$ cat src/rtl/core/scfl_pkg.sv
// ----------------------------------------------------------------------------
// scfl_pkg
// Shared types and constants of the size class free list selector.
// ----------------------------------------------------------------------------
package scfl_pkg;

    localparam int unsigned SIZE_W   = 32;
    localparam int unsigned TYPE_W   = 2;
    localparam int unsigned CLS_W    = 6;

    // largest block size that still has a class of its own
    localparam logic [SIZE_W-1:0] MAX_BLOCK = 32'd2097152;

    // size class boundaries
    localparam logic [SIZE_W-1:0] SIZE_TINY  = 32'd16;
    localparam logic [SIZE_W-1:0] SIZE_SMALL = 32'd24;
    localparam logic [SIZE_W-1:0] SIZE_STEP  = 32'd1024;

    // first power class sits at 2^11, so class = 24 + msb(size - 1)
    localparam logic [CLS_W-1:0] POW_CLASS_BASE = 6'd24;

    // request codes
    localparam logic [TYPE_W-1:0] REQ_FIND   = 2'd0;
    localparam logic [TYPE_W-1:0] REQ_INSERT = 2'd1;
    localparam logic [TYPE_W-1:0] REQ_EMPTY  = 2'd2;

    // commands from the controller to the datapath
    typedef struct packed {
        logic load_in;   // capture the accepted item
        logic calc;      // register ceiling and floor classes
        logic exec;      // search or update the map, load the result register
    } scfl_cmd_t;

endpackage

$ cat src/rtl/core/scfl_ctrl.sv
// ----------------------------------------------------------------------------
// scfl_ctrl
// Controller: sequences accept, classify and execute, owns the result valid.
// ----------------------------------------------------------------------------
module scfl_ctrl (
    input  logic             aclk,
    input  logic             aresetn,
    input  logic             s_valid,
    output logic             s_ready,
    output logic             m_valid,
    input  logic             m_ready,
    output scfl_pkg::scfl_cmd_t cmd
);
    import scfl_pkg::*;

    typedef enum logic [1:0] {
        ST_IDLE,
        ST_CLASS,
        ST_EXEC
    } state_t;

    state_t state_reg;
    logic   m_valid_reg;
    logic   out_free;

    // result register can take a new item when empty or being drained
    assign out_free = !m_valid_reg || m_ready;

    assign s_ready     = (state_reg == ST_IDLE);
    assign m_valid     = m_valid_reg;
    assign cmd.load_in = (state_reg == ST_IDLE) && s_valid;
    assign cmd.calc    = (state_reg == ST_CLASS);
    assign cmd.exec    = (state_reg == ST_EXEC) && out_free;

    always_ff @(posedge aclk) begin
        if (!aresetn) begin
            state_reg   <= ST_IDLE;
            m_valid_reg <= 1'b0;
        end else begin
            // a new result replaces the one being drained
            if ((state_reg == ST_EXEC) && out_free) begin
                m_valid_reg <= 1'b1;
            end else if (m_ready) begin
                m_valid_reg <= 1'b0;
            end
            case (state_reg)
                ST_IDLE: begin
                    if (s_valid) begin
                        state_reg <= ST_CLASS;
                    end
                end
                ST_CLASS: begin
                    state_reg <= ST_EXEC;
                end
                ST_EXEC: begin
                    if (out_free) begin
                        state_reg <= ST_IDLE;
                    end
                end
                default: begin
                    state_reg <= ST_IDLE;
                end
            endcase
        end
    end

endmodule

$ cat src/rtl/core/scfl_dp.sv
// ----------------------------------------------------------------------------
// scfl_dp
// Datapath: size to class mapping, non-empty map and the result register.
// ----------------------------------------------------------------------------
module scfl_dp #(
    parameter int unsigned NUM_LISTS = 46
) (
    input  logic                          aclk,
    input  logic                          aresetn,
    input  scfl_pkg::scfl_cmd_t           cmd,
    input  logic [scfl_pkg::TYPE_W-1:0]   in_req_type,
    input  logic [scfl_pkg::SIZE_W-1:0]   in_request_size,
    input  logic [scfl_pkg::CLS_W-1:0]    in_list_index,
    output logic [scfl_pkg::CLS_W-1:0]    out_class_index,
    output logic                          out_found,
    output logic [scfl_pkg::CLS_W-1:0]    out_start_class,
    output logic [scfl_pkg::CLS_W-1:0]    out_fallback_index,
    output logic                          out_fallback_valid
);
    import scfl_pkg::*;

    localparam logic [CLS_W-1:0] LAST_CLASS = CLS_W'(NUM_LISTS - 1);

    // captured item
    logic [TYPE_W-1:0]    type_reg;
    logic [SIZE_W-1:0]    size_reg;
    logic [CLS_W-1:0]     idx_reg;

    // classify stage
    logic [CLS_W-1:0]     start_reg,  start_next;
    logic [CLS_W-1:0]     floor_reg,  floor_next;

    // state
    logic [NUM_LISTS-1:0] map_reg,    map_next;

    // result register
    logic [CLS_W-1:0]     cls_reg,    cls_next;
    logic                 found_reg,  found_next;
    logic [CLS_W-1:0]     ostart_reg;
    logic [CLS_W-1:0]     fb_idx_reg, fb_idx_next;
    logic                 fb_vld_reg, fb_vld_next;

    // ---------------- classify ----------------
    logic [SIZE_W-1:0]    size_m1;
    logic [4:0]           msb_pos;
    logic [11:0]          step_sum;
    logic [CLS_W-1:0]     c_raw;
    logic                 exact;

    assign size_m1  = size_reg - SIZE_W'(1);
    assign step_sum = {1'b0, size_reg[10:0]} + 12'd31;

    // msb of size - 1 gives the ceiling power of two
    always_comb begin
        msb_pos = '0;
        for (int i = 0; i < SIZE_W; i++) begin
            if (size_m1[i]) begin
                msb_pos = 5'(i);
            end
        end
    end

    always_comb begin
        if (size_reg <= SIZE_TINY) begin
            c_raw = '0;
            exact = 1'b1;
        end else if (size_reg <= SIZE_SMALL) begin
            c_raw = CLS_W'(1);
            exact = (size_reg == SIZE_SMALL);
        end else if (size_reg <= SIZE_STEP) begin
            c_raw = step_sum[10:5] + CLS_W'(1);
            exact = (size_reg[4:0] == 5'd0);
        end else begin
            c_raw = POW_CLASS_BASE + {1'b0, msb_pos};
            exact = ((size_reg & size_m1) == '0);
        end

        if (size_reg > MAX_BLOCK || c_raw > LAST_CLASS) begin
            start_next = LAST_CLASS;
        end else begin
            start_next = c_raw;
        end

        // floor drops one class unless exact, lowest or catch-all
        if (start_next != '0 && start_next != LAST_CLASS && !exact) begin
            floor_next = start_next - CLS_W'(1);
        end else begin
            floor_next = start_next;
        end
    end

    // ---------------- execute ----------------
    logic [NUM_LISTS-1:0] search_vec;
    logic [NUM_LISTS-1:0] set_vec;
    logic [NUM_LISTS-1:0] clr_vec;
    logic [CLS_W-1:0]     hit_idx;
    logic                 hit;

    always_comb begin
        for (int i = 0; i < NUM_LISTS; i++) begin
            search_vec[i] = map_reg[i] && (CLS_W'(i) >= start_reg);
            set_vec[i]    = (CLS_W'(i) == floor_reg);
            clr_vec[i]    = (CLS_W'(i) == idx_reg);
        end
    end

    // lowest set bit at or above the start class
    always_comb begin
        hit_idx = '0;
        hit     = 1'b0;
        for (int i = NUM_LISTS - 1; i >= 0; i--) begin
            if (search_vec[i]) begin
                hit_idx = CLS_W'(i);
                hit     = 1'b1;
            end
        end
    end

    always_comb begin
        map_next    = map_reg;
        cls_next    = '0;
        found_next  = 1'b0;
        case (type_reg)
            REQ_FIND: begin
                cls_next   = hit_idx;
                found_next = hit;
            end
            REQ_INSERT: begin
                map_next   = map_reg | set_vec;
                cls_next   = floor_reg;
                found_next = 1'b1;
            end
            REQ_EMPTY: begin
                map_next   = map_reg & ~clr_vec;
                cls_next   = idx_reg;
                found_next = 1'b1;
            end
            default: begin
                map_next = map_reg;
            end
        endcase
        fb_vld_next = (start_reg != '0);
        fb_idx_next = fb_vld_next ? start_reg - CLS_W'(1) : '0;
    end

    always_ff @(posedge aclk) begin
        if (!aresetn) begin
            map_reg <= '0;
        end else if (cmd.exec) begin
            map_reg <= map_next;
        end
    end

    always_ff @(posedge aclk) begin
        if (cmd.load_in) begin
            type_reg <= in_req_type;
            size_reg <= in_request_size;
            idx_reg  <= in_list_index;
        end
        if (cmd.calc) begin
            start_reg <= start_next;
            floor_reg <= floor_next;
        end
        if (cmd.exec) begin
            cls_reg    <= cls_next;
            found_reg  <= found_next;
            ostart_reg <= start_reg;
            fb_idx_reg <= fb_idx_next;
            fb_vld_reg <= fb_vld_next;
        end
    end

    assign out_class_index    = cls_reg;
    assign out_found          = found_reg;
    assign out_start_class    = ostart_reg;
    assign out_fallback_index = fb_idx_reg;
    assign out_fallback_valid = fb_vld_reg;

endmodule

$ cat src/rtl/core/size_class_free_list_selector_top.sv
// ----------------------------------------------------------------------------
// size_class_free_list_selector_top
// Maps block sizes to segregated free-list classes and keeps the non-empty map.
// ----------------------------------------------------------------------------
//  channel | dir | handshake          | payload
//  s_      | in  | s_valid / s_ready  | req_type, request_size, list_index
//  m_      | out | m_valid / m_ready  | class_index, found, start_class,
//          |     |                    | fallback_index, fallback_valid
//
//  an item goes through accept, classify (size to class), then search or
//  update of the non-empty map into the result register
//  the next item is accepted while a result still waits on m_ready; a stalled
//  result holds the execute step, so the map is never ahead of the output
//  synchronous active-low reset clears the map and drops m_valid
// ----------------------------------------------------------------------------
module size_class_free_list_selector_top #(
    parameter int unsigned NUM_LISTS = 46
) (
    input  logic                          aclk,
    input  logic                          aresetn,
    input  logic                          s_valid,
    output logic                          s_ready,
    input  logic [scfl_pkg::TYPE_W-1:0]   s_req_type,
    input  logic [scfl_pkg::SIZE_W-1:0]   s_request_size,
    input  logic [scfl_pkg::CLS_W-1:0]    s_list_index,
    output logic                          m_valid,
    input  logic                          m_ready,
    output logic [scfl_pkg::CLS_W-1:0]    m_class_index,
    output logic                          m_found,
    output logic [scfl_pkg::CLS_W-1:0]    m_start_class,
    output logic [scfl_pkg::CLS_W-1:0]    m_fallback_index,
    output logic                          m_fallback_valid
);
    import scfl_pkg::*;

    scfl_cmd_t cmd;

    scfl_ctrl u_ctrl (
        .aclk    (aclk),
        .aresetn (aresetn),
        .s_valid (s_valid),
        .s_ready (s_ready),
        .m_valid (m_valid),
        .m_ready (m_ready),
        .cmd     (cmd)
    );

    scfl_dp #(
        .NUM_LISTS (NUM_LISTS)
    ) u_dp (
        .aclk               (aclk),
        .aresetn            (aresetn),
        .cmd                (cmd),
        .in_req_type        (s_req_type),
        .in_request_size    (s_request_size),
        .in_list_index      (s_list_index),
        .out_class_index    (m_class_index),
        .out_found          (m_found),
        .out_start_class    (m_start_class),
        .out_fallback_index (m_fallback_index),
        .out_fallback_valid (m_fallback_valid)
    );

endmodule

$ cat config.mk
export PLATFORM = sky130hd
export DESIGN_NAME = size_class_free_list_selector_top
export DESIGN_NICKNAME = d
export VERILOG_FILES = /design/src/rtl/core/scfl_pkg.sv /design/src/rtl/core/scfl_ctrl.sv /design/src/rtl/core/scfl_dp.sv /design/src/rtl/core/size_class_free_list_selector_top.sv
export SDC_FILE = /design/constraint.sdc
export NUM_CORES = 1
export LEC_CHECK = 0
export BUFFER_PORTS_ARGS = -buffer_cell sky130_fd_sc_hd__buf_4
export CELL_PAD_IN_SITES_DETAIL_PLACEMENT = 0
export CELL_PAD_IN_SITES_GLOBAL_PLACEMENT = 1
export CORE_MARGIN = 1.5
export CORE_UTILIZATION = 46
export CTS_BUF_LIST = sky130_fd_sc_hd__clkbuf_16
export CTS_CLUSTER_SIZE = 14
export DETAILED_ROUTE_END_ITERATION = 8
export PLACE_DENSITY = 0.83
export SYNTH_ARGS = -nofsm -noshare
export SYNTH_HDL_FRONTEND = slang
export SYNTH_SLANG_ARGS = --single-unit
$ cat constraint.sdc
create_clock -name aclk -period 6.8 [get_ports aclk]
set_input_delay 1.36 -clock aclk [delete_from_list [all_inputs] [get_ports aclk]]
set_output_delay 1.36 -clock aclk [all_outputs]
set_load 0.05 [all_outputs]
==> Yosys cells after proc, flatten, opt, wreduce, memory -nomap -nowiden <==
Cells that the tools add are included.
{ "totals": {"reg_bits": 121, "memories": 0, "output_inout_bits": 22, "mem_bits_rw": 0, "in_bits": 44, "romBits": 0, "latch_bits": 0} }
{ "classes": {"mux": 139, "bitwise_logic": 4, "reduce_logical": 67, "multipliers": 0, "n_addsub": 6, "magnitude_cmp": 51, "div": 0, "shifts": 0, "eq_ne": 98} }
{ "ops": {"columns": ["cell", "n"], "rows": [
  ["2-to-1 mux 6 bit", 51],
  ["equality test 5 x 6 -> 1 bit, first input constant", 32],
  ["equality test 6 bit, first input constant", 28],
  ["equality test 4 x 6 -> 1 bit, first input constant", 16],
  [">= comparator 5 x 6 -> 1 bit, first input constant", 16],
  ["case mux 46 bit (2 select lines)", 1],
  [">= comparator 6 bit, first input constant", 14],
  ["2-to-1 mux 5 bit", 16],
  ["<= comparator 32 x 5 -> 1 bit, second input constant", 2],
  ["2-to-1 mux 1 bit", 52],
  ["logical AND 1 bit", 50],
  ["equality test 3 x 6 -> 1 bit, first input constant", 8],
  [">= comparator 4 x 6 -> 1 bit, first input constant", 8],
  ["AND 46 bit", 1],
  ["inverter 46 bit", 1],
  ["bitwise OR 46 bit", 1],
  ["AND 32 bit", 1],
  ["equality test 32 x 5 -> 1 bit, second input constant", 1],
  ["> comparator 32 x 22 -> 1 bit, second input constant", 1],
  ["<= comparator 32 x 11 -> 1 bit, second input constant", 1],
  ["logical NOT 32 bit", 1],
  ["2-to-1 mux 4 bit", 8],
  ["subtractor 32 x 1 -> 32 bit, second input constant", 1],
  ["equality test 2 x 6 -> 1 bit, first input constant", 4],
  ["28 further kinds", 50]
]} }

==> Logic depth before layout (Yosys ltp) <==
Gate-level depths: netlist of run 1.
{ "depth": {"ltp_word": 49, "depth_mapped": 24} }

==> By module <==
From an unflattened synthesis of run 1, not the netlist that was laid out.
{ "unflattened": {"hier_cells": 924, "hier_area_um2": 7907.6} }
{ "by_module_without_submodules": {"columns": ["mod", "area_each_um2", "cells_each", "n_inst", "seq_area_each_um2"], "rows": [
  ["scfl_dp", 7768.7, 911, 1, 3083.0],
  ["scfl_ctrl", 138.9, 13, 1, 60.1]
]} }

==> Worst setup path after synthesis of run 1 <==
OpenSTA, ideal clock, no wires.
{ "synth_timing": {"path_kind": "reg-to-reg", "start": "reg u_dp.size_reg[2]", "end": "reg u_dp.floor_reg[5], data pin", "setup_time_ns": 0.271, "arrival_ns": 4.771, "required_time_ns": 6.529, "period_less_slack_ns": 5.042, "path_stages_with_launch": 23, "slack_ns": 1.758, "cell_sequence": "edfxtp_1 -> nor3_2 -> inv_1 -> nor3_2 -> nand3_1 -> or3_1 -> nand2b_1 -> or3_1 -> ha_1 -> nand4_1 -> nor2_1 -> nand2_1 -> o21a_1 -> ha_1 -> a21oi_1 -> a31oi_1 -> o21ai_0 -> a21oi_1 -> inv_1 -> ha_1 -> and3_4 -> nor4_1 -> xor2_1"} }
{ "synth_between": {"elab_chain_len": 42, "elab_cells_between_ends": 58, "cone_classes": "add/sub: 5; order compare: 5; eq/ne: 2; mux: 38; bitwise: 1; reduce/logical: 7"} }
{ "synth_rtl": {"columns": ["item", "line", "rtl"], "rows": [
  ["start, declared", "scfl_dp.sv:26", "logic [SIZE_W-1:0] size_reg;"],
  ["start signal, assigned", "scfl_dp.sv:157", "size_reg <= in_request_size;"],
  ["subtractor 32 x 1 -> 32 bit", "scfl_dp.sv:50", "assign size_m1 = size_reg - SIZE_W'(1);"],
  ["2-to-1 mux 2 bit (2 in series)", "scfl_dp.sv:57", "if (size_m1[i]) begin"],
  ["2-to-1 mux 3 bit (4 in series)", "scfl_dp.sv:57", null],
  ["2-to-1 mux 4 bit (8 in series)", "scfl_dp.sv:57", null],
  ["2-to-1 mux 5 bit (16 in series)", "scfl_dp.sv:57", null],
  ["adder 5 x 5 -> 6 bit", "scfl_dp.sv:74", "c_raw = POW_CLASS_BASE + {1'b0, msb_pos};"],
  ["2-to-1 mux 6 bit", "scfl_dp.sv:70", "end else if (size_reg <= SIZE_STEP) begin"],
  ["2-to-1 mux 6 bit", "scfl_dp.sv:67", "end else if (size_reg <= SIZE_SMALL) begin"],
  ["2-to-1 mux 6 bit", "scfl_dp.sv:64", "if (size_reg <= SIZE_TINY) begin"],
  ["> comparator 6 bit", "scfl_dp.sv:78", "if (size_reg > MAX_BLOCK || c_raw > LAST_CLASS) begin"],
  ["logical OR 1 bit", "scfl_dp.sv:78", null],
  ["2-to-1 mux 6 bit *", "scfl_dp.sv:78", null],
  ["via u_dp.start_next[0]", "scfl_dp.sv:30", "logic [CLS_W-1:0] start_reg, start_next;"],
  ["branches (longest 3 deep; another with subtractor 6 x 1 -> 6 bit)", null, null],
  ["2-to-1 mux 6 bit *", "scfl_dp.sv:85", "if (start_next != '0 && start_next != LAST_CLASS && !exact) begin"],
  ["via u_dp.floor_next[5]", "scfl_dp.sv:31", "logic [CLS_W-1:0] floor_reg, floor_next;"],
  ["end signal, assigned", "scfl_dp.sv:162", "floor_reg <= floor_next;"],
  ["end, declared", "scfl_dp.sv:31", null]
]} }
Mark *: on every way through the listed nets, which the timed path passes.
A chain may end at the register's enable or synchronous reset.

==> Worst setup path in the final report of run 1 <==
Same ends and word-level chain as after synthesis.

==> results.json, run 1 <==
{
  "vias": 7237,
  "max-vdd-ir-drop_uv": 183,
  "endpoint_kind": "register",
  "drc": 0,
  "worst_path_dominant_cell_family": "simple AND/OR/NAND/NOR gates",
  "r2r_end": "u_dp.floor_reg[5]$_DFFE_PN_",
  "ff2ff_setup_slack_ns": 0.89,
  "hp-class": "register to register",
  "layout_common_cells": "nand2_1 (109), o21ai_0 (88), nor2_1 (83)",
  "status": "completed",
  "worstSetupPathType": "register to register",
  "grt_pass1_wl_mm": 35.9,
  "crit_top_cell": "ha_1",
  "n_antenna_cell": 0,
  "cp_cell_sequence": "nor3_2 -> inv_1 -> nor3_2 -> nand3_1 -> or3_1 -> nand2b_1 -> or3_1 -> ha_1 -> nand4_1 -> nor2_1 -> nand2_1 -> o21a_1 -> ha_1 -> a21oi_1 -> a31oi_1 -> o21ai_0 -> a21oi_1 -> inv_1 -> ha_1 -> and3_4 -> nor4_1 -> xor2_1",
  "cp.required_ns": 6.95,
  "dieArea_um2": 17900,
  "syn_inst": 908,
  "final_max_slew_viol_count": 0,
  "critPathSlowestCell": "edfxtp_1",
  "period_minus_slack_ns": 5.91,
  "yosysTopAreaCell": "edfxtp_1",
  "fin_skew_ns": 0.00807,
  "initialDrtViolationCount": 731,
  "largest_reg_flops": 46,
  "grt_usage_pct": 26.2,
  "clock.fmax_ghz": 0.169,
  "yosysSeqAreaShare_pct": 39.9,
  "min_path_cells": 2,
  "cp-start-kind": "register",
  "grt_pass1_vias": 6477,
  "antenna_found_initial": 0,
  "synth_nets": 999,
  "synth_edf_count": 72,
  "worstPathArrival_ns": 6.06,
  "postCtsHoldBufs": 0,
  "clock-root-buffer": "clkbuf_16",
  "viasPerCell": 6.08,
  "tns_ns": 0,
  "numCtsBuffers": 17,
  "gp_routability_congestion": 0.941,
  "internal_power_uw": 1510,
  "avgSynthCellArea_um2": 8.67,
  "cts_resized": 0,
  "p_sw_uw": 481,
  "synthTopCellsByArea": "edfxtp_1 (27%), dfxtp_1 (12%), ha_1 (7.5%)",
  "final_antenna_net_count": 0,
  "hold_end": "u_dp.map_reg[20]$_SDFFE_PN0P_",
  "grt_overflow": 0,
  "pin_count": 66,
  "seq_area_um2": 3140,
  "synth_top_flop_cell": "edfxtp_1",
  "chipHeight_um": 134,
  "period_share_pct": 87.0,
  "worst_slew_pin_slew_ns": 1.27,
  "dpl.hpwl_mm": 17.3,
  "yosysWarnings": 0,
  "layout-drive-gt1-share_pct": 13.6,
  "coreArea_um2": 16600,
  "r2r_cells": 22,
  "power.share.sequential_pct": 41.9,
  "cts_buffer_depth": 2,
  "cts_tree": "done",
  "postCtsSetupBuffers": 0,
  "min_from": "u_dp.map_reg[20]$_SDFFE_PN0P_",
  "slowest_delay_ns": 0.47,
  "path_max_fanout": 6,
  "cap_violations": 0,
  "pwr-share-clk_pct": 49.5,
  "p_per_area_nw_per_um2": 218,
  "grt_start_max_net_pins": 50,
  "cts_sinks": 121,
  "numPortBuffers": 65,
  "hold_viol": 0,
  "holdWs_ns": 0.493,
  "nNetsFinal": 1048,
  "synth_top_area_share_pct": 27.5,
  "final_util_pct": 55.0,
  "syn2layout_area_growth_pct": 16.3,
  "drt_first_pass_iters": 5,
  "pwr-share-comb_pct": 8.7,
  "path_clk_slew_ns": 0.06,
  "timing.rr.start": "u_dp.size_reg[2]$_DFFE_PP_",
  "die_w_um": 134,
  "syn-cell-area_um2": 7880,
  "multi_input_area_um2": 4480,
  "start_util_pct": 47.3,
  "wl_mm": 23.0,
  "p_leak_uw": 0.00318,
  "rows": 47,
  "synth_cell_types": 79,
  "dp.cells": 1158,
  "critical_path_buf_inv_count": 2,
  "ys_ff_latch": 121,
  "setup_viol": 0,
  "switching_share_pct": 24.1,
  "final_common_cell": "nand2_1",
  "finalNonFillerCells": 1190,
  "fillCellCount": 1538,
  "slew_headroom_pct": 14.7,
  "ys_async_sr_fraction_pct": 0,
  "rsz0062_at_grt": "no",
  "clk_latency_ns": 0.42,
  "htreeDepth": 4,
  "routedWlPerCell_um": 19.3
}
==> stage by stage <==
step / instance area [um^2] / total power [uW] / setup WS, ns
after detailed placement: 8530 / 1020 / 0.910
after global placement: 8530 / 1020 / 1.21
final: 9160 / 1990 / 0.887
after floorplan: 7880 / 954 / 1.76
after global routing: 9160 / 2060 / 0.365
after CTS: 9160 / 2010 / 0.899
==> cell type report <==
| class | instances | share of cell area (%) |
|---|---|---|
| Multi-Input combinational cell | 718 | 48.9 |
| Inverter | 31 | 1.27 |
| Timing Repair Buffer | 68 | 5.57 |
| Clock buffer | 17 | 4.64 |
| Clock inverter | 15 | 2.27 |
| Sequential cell | 121 | 34.3 |
| Tap cell | 220 | 3.00 |
==> worst max path at each step <==
| stage | slack (ns) | start | endpoint | cells past startpoint |
|---|---|---|---|---|
| 6_report | 0.89 | u_dp.size_reg[2]$_DFFE_PP_ | u_dp.floor_reg[5]$_DFFE_PN_ | 22 |
| 5_1_grt | 0.37 | u_dp.size_reg[2]$_DFFE_PP_ | u_dp.floor_reg[5]$_DFFE_PN_ | 22 |
| 4_1_cts | 0.90 | u_dp.size_reg[2]$_DFFE_PP_ | u_dp.floor_reg[5]$_DFFE_PN_ | 22 |
| 3_5_place_dp | 0.91 | u_dp.size_reg[2]$_DFFE_PP_ | u_dp.floor_reg[5]$_DFFE_PN_ | 22 |
| 3_3_place_gp | 1.21 | u_dp.size_reg[2]$_DFFE_PP_ | u_dp.floor_reg[5]$_DFFE_PN_ | 22 |
| 2_1_floorplan | 1.76 | u_dp.size_reg[2]$_DFFE_PP_ | u_dp.floor_reg[5]$_DFFE_PN_ | 22 |
==> routing by layer <==
metal	vias to the layer above	track usage [%]	share of wire, %
li1	3482	-	-
met1	3411	38.6	47
met2	316	37.7	42
met3	28	6.69	9.3
met4	0	7.49	1.4
met5	-	0	0
==> kinds of logic (layout without fill, tap and decap cells) <==
kind of cell / count (synthesis) / count (layout) / share of synthesized area (%)
simple gates: 381 / 381 / 24.4
compound gates: 273 / 273 / 22.5
flops: 121 / 121 / 39.9
buf+inv: 69 / 131 / 3.69
fa+ha+maj: 47 / 47 / 7.47
xor+xnor: 13 / 13 / 1.45
mux: 4 / 4 / 0.524
==> cell usage after synthesis (7+ instances only) <==
cell type / n
dfxtp_1: 49
edfxtp_1: 72
o21ai_0: 88
xor2_1: 7
and3_1: 8
a31oi_1: 9
a21oi_1: 65
a21boi_0: 26
and2_1: 10
inv_1: 31
nor3_1: 24
nand2_1: 109
nand3_1: 23
o21bai_1: 8
nor2_1: 83
clkbuf_1: 30
nor2b_1: 13
nor4_1: 17
ha_1: 47
nand4_1: 25
nand2b_1: 18
or3_1: 11
o211ai_1: 8
==> tightest hold or removal path: cells and delay by family (launching register included) <==
family | cells | cell delay, ns
compound gates | 2 | 0.13
flops | 1 | 0.31
==> power groups by stage <==
stage	sequential [uW]	combinational (uW)	clock [uW]
3_3_place_gp	849	172	0
3_5_place_dp	849	171	0
5_1_grt	838	190	1040
2_1_floorplan	843	111	0
6_report	835	173	986
4_1_cts	834	172	1000
(Power assumes the default switching activity.)
==> inputs of run 2 (changes only) <==
CTS_CLUSTER_DIAMETER = 50   (was unset)
SYNTH_HIERARCHICAL = 1   (was unset)
==> results.json, run 2 <==
{
  "nNetsFinal": 1067,
  "yosysWarnings": 6,
  "grt_start_max_net_pins": 50,
  "clk_latency_ns": 0.43,
  "path_max_fanout": 8,
  "coreArea_um2": 16700,
  "synthTopCellsByArea": "edfxtp_1 (27%), dfxtp_1 (12%), ha_1 (7.4%)",
  "initialDrtViolationCount": 511,
  "tns_ns": 0,
  "htreeDepth": 4,
  "gp_routability_congestion": 0.966,
  "syn2layout_area_growth_pct": 16.4,
  "die_w_um": 134,
  "final_common_cell": "nand2_1",
  "clock-root-buffer": "clkbuf_16",
  "largest_reg_flops": 46,
  "slowest_delay_ns": 0.53,
  "synth_edf_count": 72,
  "yosysTopAreaCell": "edfxtp_1",
  "path_clk_slew_ns": 0.06,
  "worstPathArrival_ns": 5.75,
  "clock.fmax_ghz": 0.179,
  "met3_usage_pct": 4.42,
  "synth_nets": 1015,
  "total_power_uw": 1930,
  "dpl.hpwl_mm": 17.6,
  "syn_inst": 924,
  "ys_async_sr_fraction_pct": 0,
  "numPortBuffers": 65,
  "final_max_slew_viol_count": 0,
  "layout-drive-gt1-share_pct": 14.3,
  "grtUsageMet1_pct": 31.2,
  "yosysSeqAreaShare_pct": 39.7,
  "synth_most_common_cell": "nand2_1",
  "rows": 47,
  "use_met2_pct": 44.2,
  "antenna_found_initial": 0,
  "worst_path_dominant_cell_family": "simple AND/OR/NAND/NOR gates",
  "vias": 7220,
  "period_minus_slack_ns": 5.58,
  "layout_common_cells": "nand2_1 (109), nor2_1 (93), o21ai_0 (90)",
  "syn-cell-area_um2": 7910,
  "p_per_area_nw_per_um2": 210,
  "postCtsHoldBufs": 0,
  "cts_tree": "done",
  "final_antenna_net_count": 0,
  "cp.depth": 24,
  "cts_buffer_depth": 2,
  "cp_cell_sequence": "nor3_2 -> and2_1 -> nand2_1 -> nor4_1 -> and2_1 -> inv_1 -> nor3_1 -> nand2_1 -> ha_1 -> nand4_1 -> nor3_1 -> o21a_1 -> ha_1 -> o211ai_1 -> a211oi_4 -> inv_1 -> and2_4 -> or2_1 -> ha_1 -> nand2_1 -> a211oi_1 -> o21ai_1 -> nand3_1 -> mux2i_1",
  "n_antenna_cell": 0,
  "synth_top_area_share_pct": 27.3,
  "viasPerCell": 5.97,
  "ys_ff_latch": 121,
  "critical_path_buf_inv_count": 2,
  "status": "completed",
  "worstSetupPathType": "register to register",
  "p_leak_uw": 0.00328,
  "drc": 0,
  "synth_cell_types": 86,
  "cts_resized": 0,
  "setup_viol": 0,
  "synth_top_flop_cell": "edfxtp_1",
  "worst_slack_ns": 1.22,
  "slew_headroom_pct": 37.4,
  "grt_pass1_vias": 6811,
  "wl_mm": 23.0,
  "numCtsBuffers": 17,
  "r2r_cells": 24,
  "top_usage_layer": "met2",
  "cap_violations": 0,
  "cp.required_ns": 6.97,
  "rsz0062_at_grt": "no",
  "worst_slew_pin_slew_ns": 0.935,
  "synth_common_cells": "nand2_1 (109), nor2_1 (93), o21ai_0 (90)",
  "pre_cts_ws_ns": 1.28,
  "finalNonFillerCells": 1209,
  "cp-start-kind": "register",
  "critPathSlowestCell": "edfxtp_1",
  "post-route-cell-area_um2": 9200,
  "dieArea_um2": 18000,
  "routedWlPerCell_um": 19.0,
  "grt_overflow": 0,
  "hp-class": "register to register",
  "grt_usage_pct": 25.9,
  "cts_sinks": 121,
  "dp.cells": 1177,
  "period_share_pct": 82.1,
  "hold_viol": 0,
  "start_util_pct": 47.3,
  "placed_cell_area_um2": 8600,
  "pin_count": 66,
  "avgSynthCellArea_um2": 8.56,
  "min_path_cells": 2,
  "chipHeight_um": 134,
  "drt_first_pass_iters": 5,
  "endpoint_kind": "register",
  "fin_skew_ns": 0.00785,
  "max-vdd-ir-drop_uv": 191,
  "grt_pass1_wl_mm": 35.6,
  "postCtsSetupBuffers": 0
}
[run 2: cell count changes after synthesis, sizes merged, moves of 6 or more]
cell,delta
and3,-6
clkbuf,+6
nor2,+11
nor3,+8
nor4,-6
o21bai,-7
[run 2: path summary, 6_finish.rpt]
check                                     start                             to  slack [ns]
setup / recovery     u_dp/size_reg[3]$_DFFE_PP_    u_dp/floor_reg[1]$_DFFE_PP_        1.22
hold reg to reg   u_dp/map_reg[40]$_SDFFE_PN0P_  u_dp/map_reg[40]$_SDFFE_PN0P_        0.49
setup reg to reg     u_dp/size_reg[3]$_DFFE_PP_    u_dp/floor_reg[1]$_DFFE_PP_        1.22
hold / removal    u_dp/map_reg[40]$_SDFFE_PN0P_  u_dp/map_reg[40]$_SDFFE_PN0P_        0.49
[run 2: through the flow]
step / hold slack (ns) / util [%]
finish: 0.489 / 55.1
global route: 0.531 / 55.1
CTS: 0.496 / 55.1
detailed placement: 0.478 / 51.5
global placement: 0.470 / 51.5
floorplan: 0.424 / -
[run 2: cell type report]
| class | count | area (um^2) |
|---|---|---|
| Clock inverter | 15 | 178 |
| Inverter | 33 | 124 |
| Sequential cell | 121 | 3140 |
| Fill cell | 1647 | 7500 |
| Multi-Input combinational cell | 731 | 4520 |
| Clock buffer | 17 | 425 |
| Timing Repair Buffer | 72 | 541 |
| Tap cell | 220 | 275 |
[run 2: logic make-up (layout without fill, tap and decap cells)]
kind of cell               after synthesis  count (layout)  share of synthesized area [%]
AOI/OAI and AO/OA                      275             275                           22.1
muxes                                    3               3                          0.380
DFF                                    121             121                           39.7
adders and majority gates               47              47                           7.44
buffers and inverters                   72             137                           3.42
and+or+nand+nor                        394             394                           25.5
xor gates and xnor gates                12              12                           1.42
[run 2: where the power goes]
group | total (uW) | switching, uW | internal, uW
Sequential | 836 | 32.9 | 803
Combinational | 177 | 107 | 70.2
Clock | 921 | 368 | 552
[run 2: per-layer routing]
metal,up-vias,wire length (um)
li1,3523,-
met1,3377,9550
met2,260,11300
met3,60,1250
met4,0,939
met5,-,0
[run 2: tightest hold or removal path, stage by stage, from the launching register on]
cell and delay [ns]:
dfxtp_1 0.33, a21oi_1 0.04, nor2_1 0.08
==> inputs of run 3 (changes only) <==
ABC_AREA = 1   (was unset)
CORE_UTILIZATION = 41   (was 46)
PLACE_DENSITY = 0.81   (was 0.83)
clock period = 4.7 ns   (was 6.8 ns; I/O delays follow)
==> results.json, run 3 <==
{
  "r2r_end": "u_dp/floor_reg[5]$_DFFE_PP_",
  "post-route-cell-area_um2": 9750,
  "synth_common_cells": "nand2_1 (209), nor2_1 (160), inv_1 (140)",
  "setup_viol": 0,
  "multi_input_area_um2": 4250,
  "dpl.hpwl_mm": 17.7,
  "period_minus_slack_ns": 4.59,
  "yosysWarnings": 6,
  "rsz0062_at_grt": "yes",
  "cts_tree": "done",
  "drc": 0,
  "wl_mm": 23.5,
  "synth_top_flop_cell": "edfxtp_1",
  "numPortBuffers": 65,
  "grt_start_max_net_pins": 41,
  "yosysTopAreaCell": "edfxtp_1",
  "max-vdd-ir-drop_uv": 255,
  "p_per_area_nw_per_um2": 287,
  "critPathSlowestCell": "edfxtp_1",
  "vias": 7414,
  "initialDrtViolationCount": 505,
  "hp-class": "register to register",
  "seq_area_um2": 3140,
  "ff2ff_setup_slack_ns": 0.11,
  "status": "completed",
  "cap_violations": 0,
  "syn_inst": 1018,
  "r2r_cells": 33,
  "ys_async_sr_fraction_pct": 0,
  "syn2layout_area_growth_pct": 26.0,
  "clock.fmax_ghz": 0.218,
  "yosysSeqAreaShare_pct": 40.6,
  "hold_viol": 0,
  "p_leak_uw": 0.00412,
  "cp-start-kind": "register",
  "min_path_cells": 2,
  "n_antenna_cell": 0,
  "drt_first_pass_iters": 5,
  "worst_path_dominant_cell_family": "simple AND/OR/NAND/NOR gates",
  "antenna_found_initial": 0,
  "synthTopCellsByArea": "edfxtp_1 (28%), dfxtp_1 (13%), nand2_1 (10%)",
  "grt_pass1_wl_mm": 36.4,
  "nNetsFinal": 1226,
  "routedWlPerCell_um": 17.0,
  "cts_buffer_depth": 2,
  "final_common_cell": "nand2_1",
  "final_antenna_net_count": 0,
  "hold_end": "u_dp/map_reg[9]$_SDFFE_PN0P_",
  "syn-cell-area_um2": 7740,
  "layout_common_cells": "nand2_1 (204), nor2_1 (140), inv_1 (128)",
  "path_clk_slew_ns": 0.06,
  "die_w_um": 140,
  "coreArea_um2": 18600,
  "rows": 50,
  "endpoint_kind": "register",
  "period_share_pct": 97.6,
  "ys_ff_latch": 121,
  "viasPerCell": 5.36,
  "grt_usage_pct": 23.9,
  "worst_slew_pin_slew_ns": 1.15,
  "timing.rr.start": "u_dp/size_reg[1]$_DFFE_PP_",
  "path_max_fanout": 3,
  "avgSynthCellArea_um2": 7.60,
  "clock-root-buffer": "clkbuf_16",
  "met3_usage_pct": 4.96,
  "start_util_pct": 41.6,
  "worst_slack_ns": 0.112,
  "synth_edf_count": 72,
  "clk_latency_ns": 0.42,
  "gp_routability_congestion": 0.930,
  "synth_nets": 1109,
  "synth_cell_types": 50,
  "pin_count": 66,
  "layout-drive-gt1-share_pct": 22.0,
  "slowest_delay_ns": 0.42,
  "worstSetupPathType": "register to register",
  "grt_overflow": 0,
  "critical_path_buf_inv_count": 7,
  "dieArea_um2": 19700,
  "use_met2_pct": 35.8,
  "synth_most_common_cell": "nand2_1",
  "cts_sinks": 121,
  "placed_cell_area_um2": 8690,
  "slew_headroom_pct": 23.2,
  "grtUsageMet1_pct": 34.9,
  "grt_pass1_vias": 6862,
  "synth_top_area_share_pct": 27.9,
  "numCtsBuffers": 17,
  "cp.required_ns": 4.86,
  "top_usage_layer": "met2",
  "fillCellCount": 1797,
  "final_max_slew_viol_count": 0,
  "min_from": "u_dp/map_reg[9]$_SDFFE_PN0P_",
  "fin_skew_ns": 0.0109,
  "postCtsHoldBufs": 0,
  "pre_cts_ws_ns": -0.0645,
  "largest_reg_flops": 46,
  "htreeDepth": 4,
  "worstPathArrival_ns": 4.75,
  "chipHeight_um": 140
}
[run 3: cell types whose count changed in the layout (fill, tap and decap cells not counted), sizes merged, moves of 22 or more]
cell and change:
a21boi -29, buf +46, inv +117, nand2 +105, nand2b -22, nor2 +73, o21ai -48
[run 3: worst max path at each step]
stage / startpoint / end / slack (ns) / depth (start not counted)
finish: u_dp/size_reg[1]$_DFFE_PP_ / u_dp/floor_reg[5]$_DFFE_PP_ / 0.11 / 33
global route: u_dp/size_reg[6]$_DFFE_PP_ / u_dp/floor_reg[5]$_DFFE_PP_ / -0.18 / 34
CTS: u_dp/size_reg[1]$_DFFE_PP_ / u_dp/floor_reg[5]$_DFFE_PP_ / 0.04 / 33
detailed placement: u_dp/size_reg[1]$_DFFE_PP_ / u_dp/floor_reg[5]$_DFFE_PP_ / -0.06 / 33
global placement: u_dp/size_reg[0]$_DFFE_PP_ / u_dp/floor_reg[5]$_DFFE_PP_ / 0.11 / 33
floorplan: u_dp/size_reg[5]$_DFFE_PP_ / u_dp/floor_reg[5]$_DFFE_PP_ / 0.24 / 35
[run 3: report_power, final]
group / internal (uW) / total [uW] / switching [uW] / leakage (uW)
clock: 813 / 1310 / 496 / 0.000294
sequential: 1160 / 1200 / 34.2 / 0.00107
combinational: 107 / 292 / 185 / 0.00276
total: 2080 / 2800 / 715 / 0.00412
[run 3: what timing repair did]
item | 4_1_cts | 5_1_grt
endpoints found under the setup margin | 2 | 6
endpoints found under the hold margin | 0 | 0
pin swaps | 0 | 36
buffers inserted | 0 | 19
resized for setup | 4 | 80
[run 3: per-stage QoR]
step / TNS, ns / hold slack [ns] / total power (uW) / cells / util, %
after floorplan: 0 / 0.428 / 1380 / 1018 / -
after global placement: 0 / 0.450 / 1480 / 1331 / 46.8
after detailed placement: -0.0645 / 0.458 / 1480 / 1331 / 46.8
after CTS: 0 / 0.468 / 2790 / 1363 / 50.0
after global routing: -0.298 / 0.516 / 2900 / 1382 / 52.5
final: 0 / 0.468 / 2800 / 1382 / 52.5
[run 3: worst min-delay path, stage by stage, from the launching register on]
cell     delay (ns)
dfxtp_1        0.31
nand2_1        0.06
a21oi_1        0.05
[run 3: kinds of logic after synthesis]
family	after synthesis	synth area share (%)
XOR/XNOR	11	1.25
AO/OA/AOI/OAI	179	14.5
flip-flops	121	40.6
AND/OR/NAND/NOR	487	27.2
adder cells (fa/ha/maj)	47	7.60
buffers and inverters	173	8.81
[run 3: layout make-up]
class,instances,area share [%]
multi-input combinational,724,43.6
sequential,121,32.2
timing repair buffer,118,9.13
inverter,153,5.94
clock buffer,18,4.62
tap,234,3.00
clock inverter,14,1.45
[run 3: per-layer routing]
layer | vias up | share of wire, %
li1 | 3681 | -
met1 | 3465 | 47
met2 | 247 | 44
met3 | 21 | 7.1
met4 | 0 | 1.2
met5 | - | 0
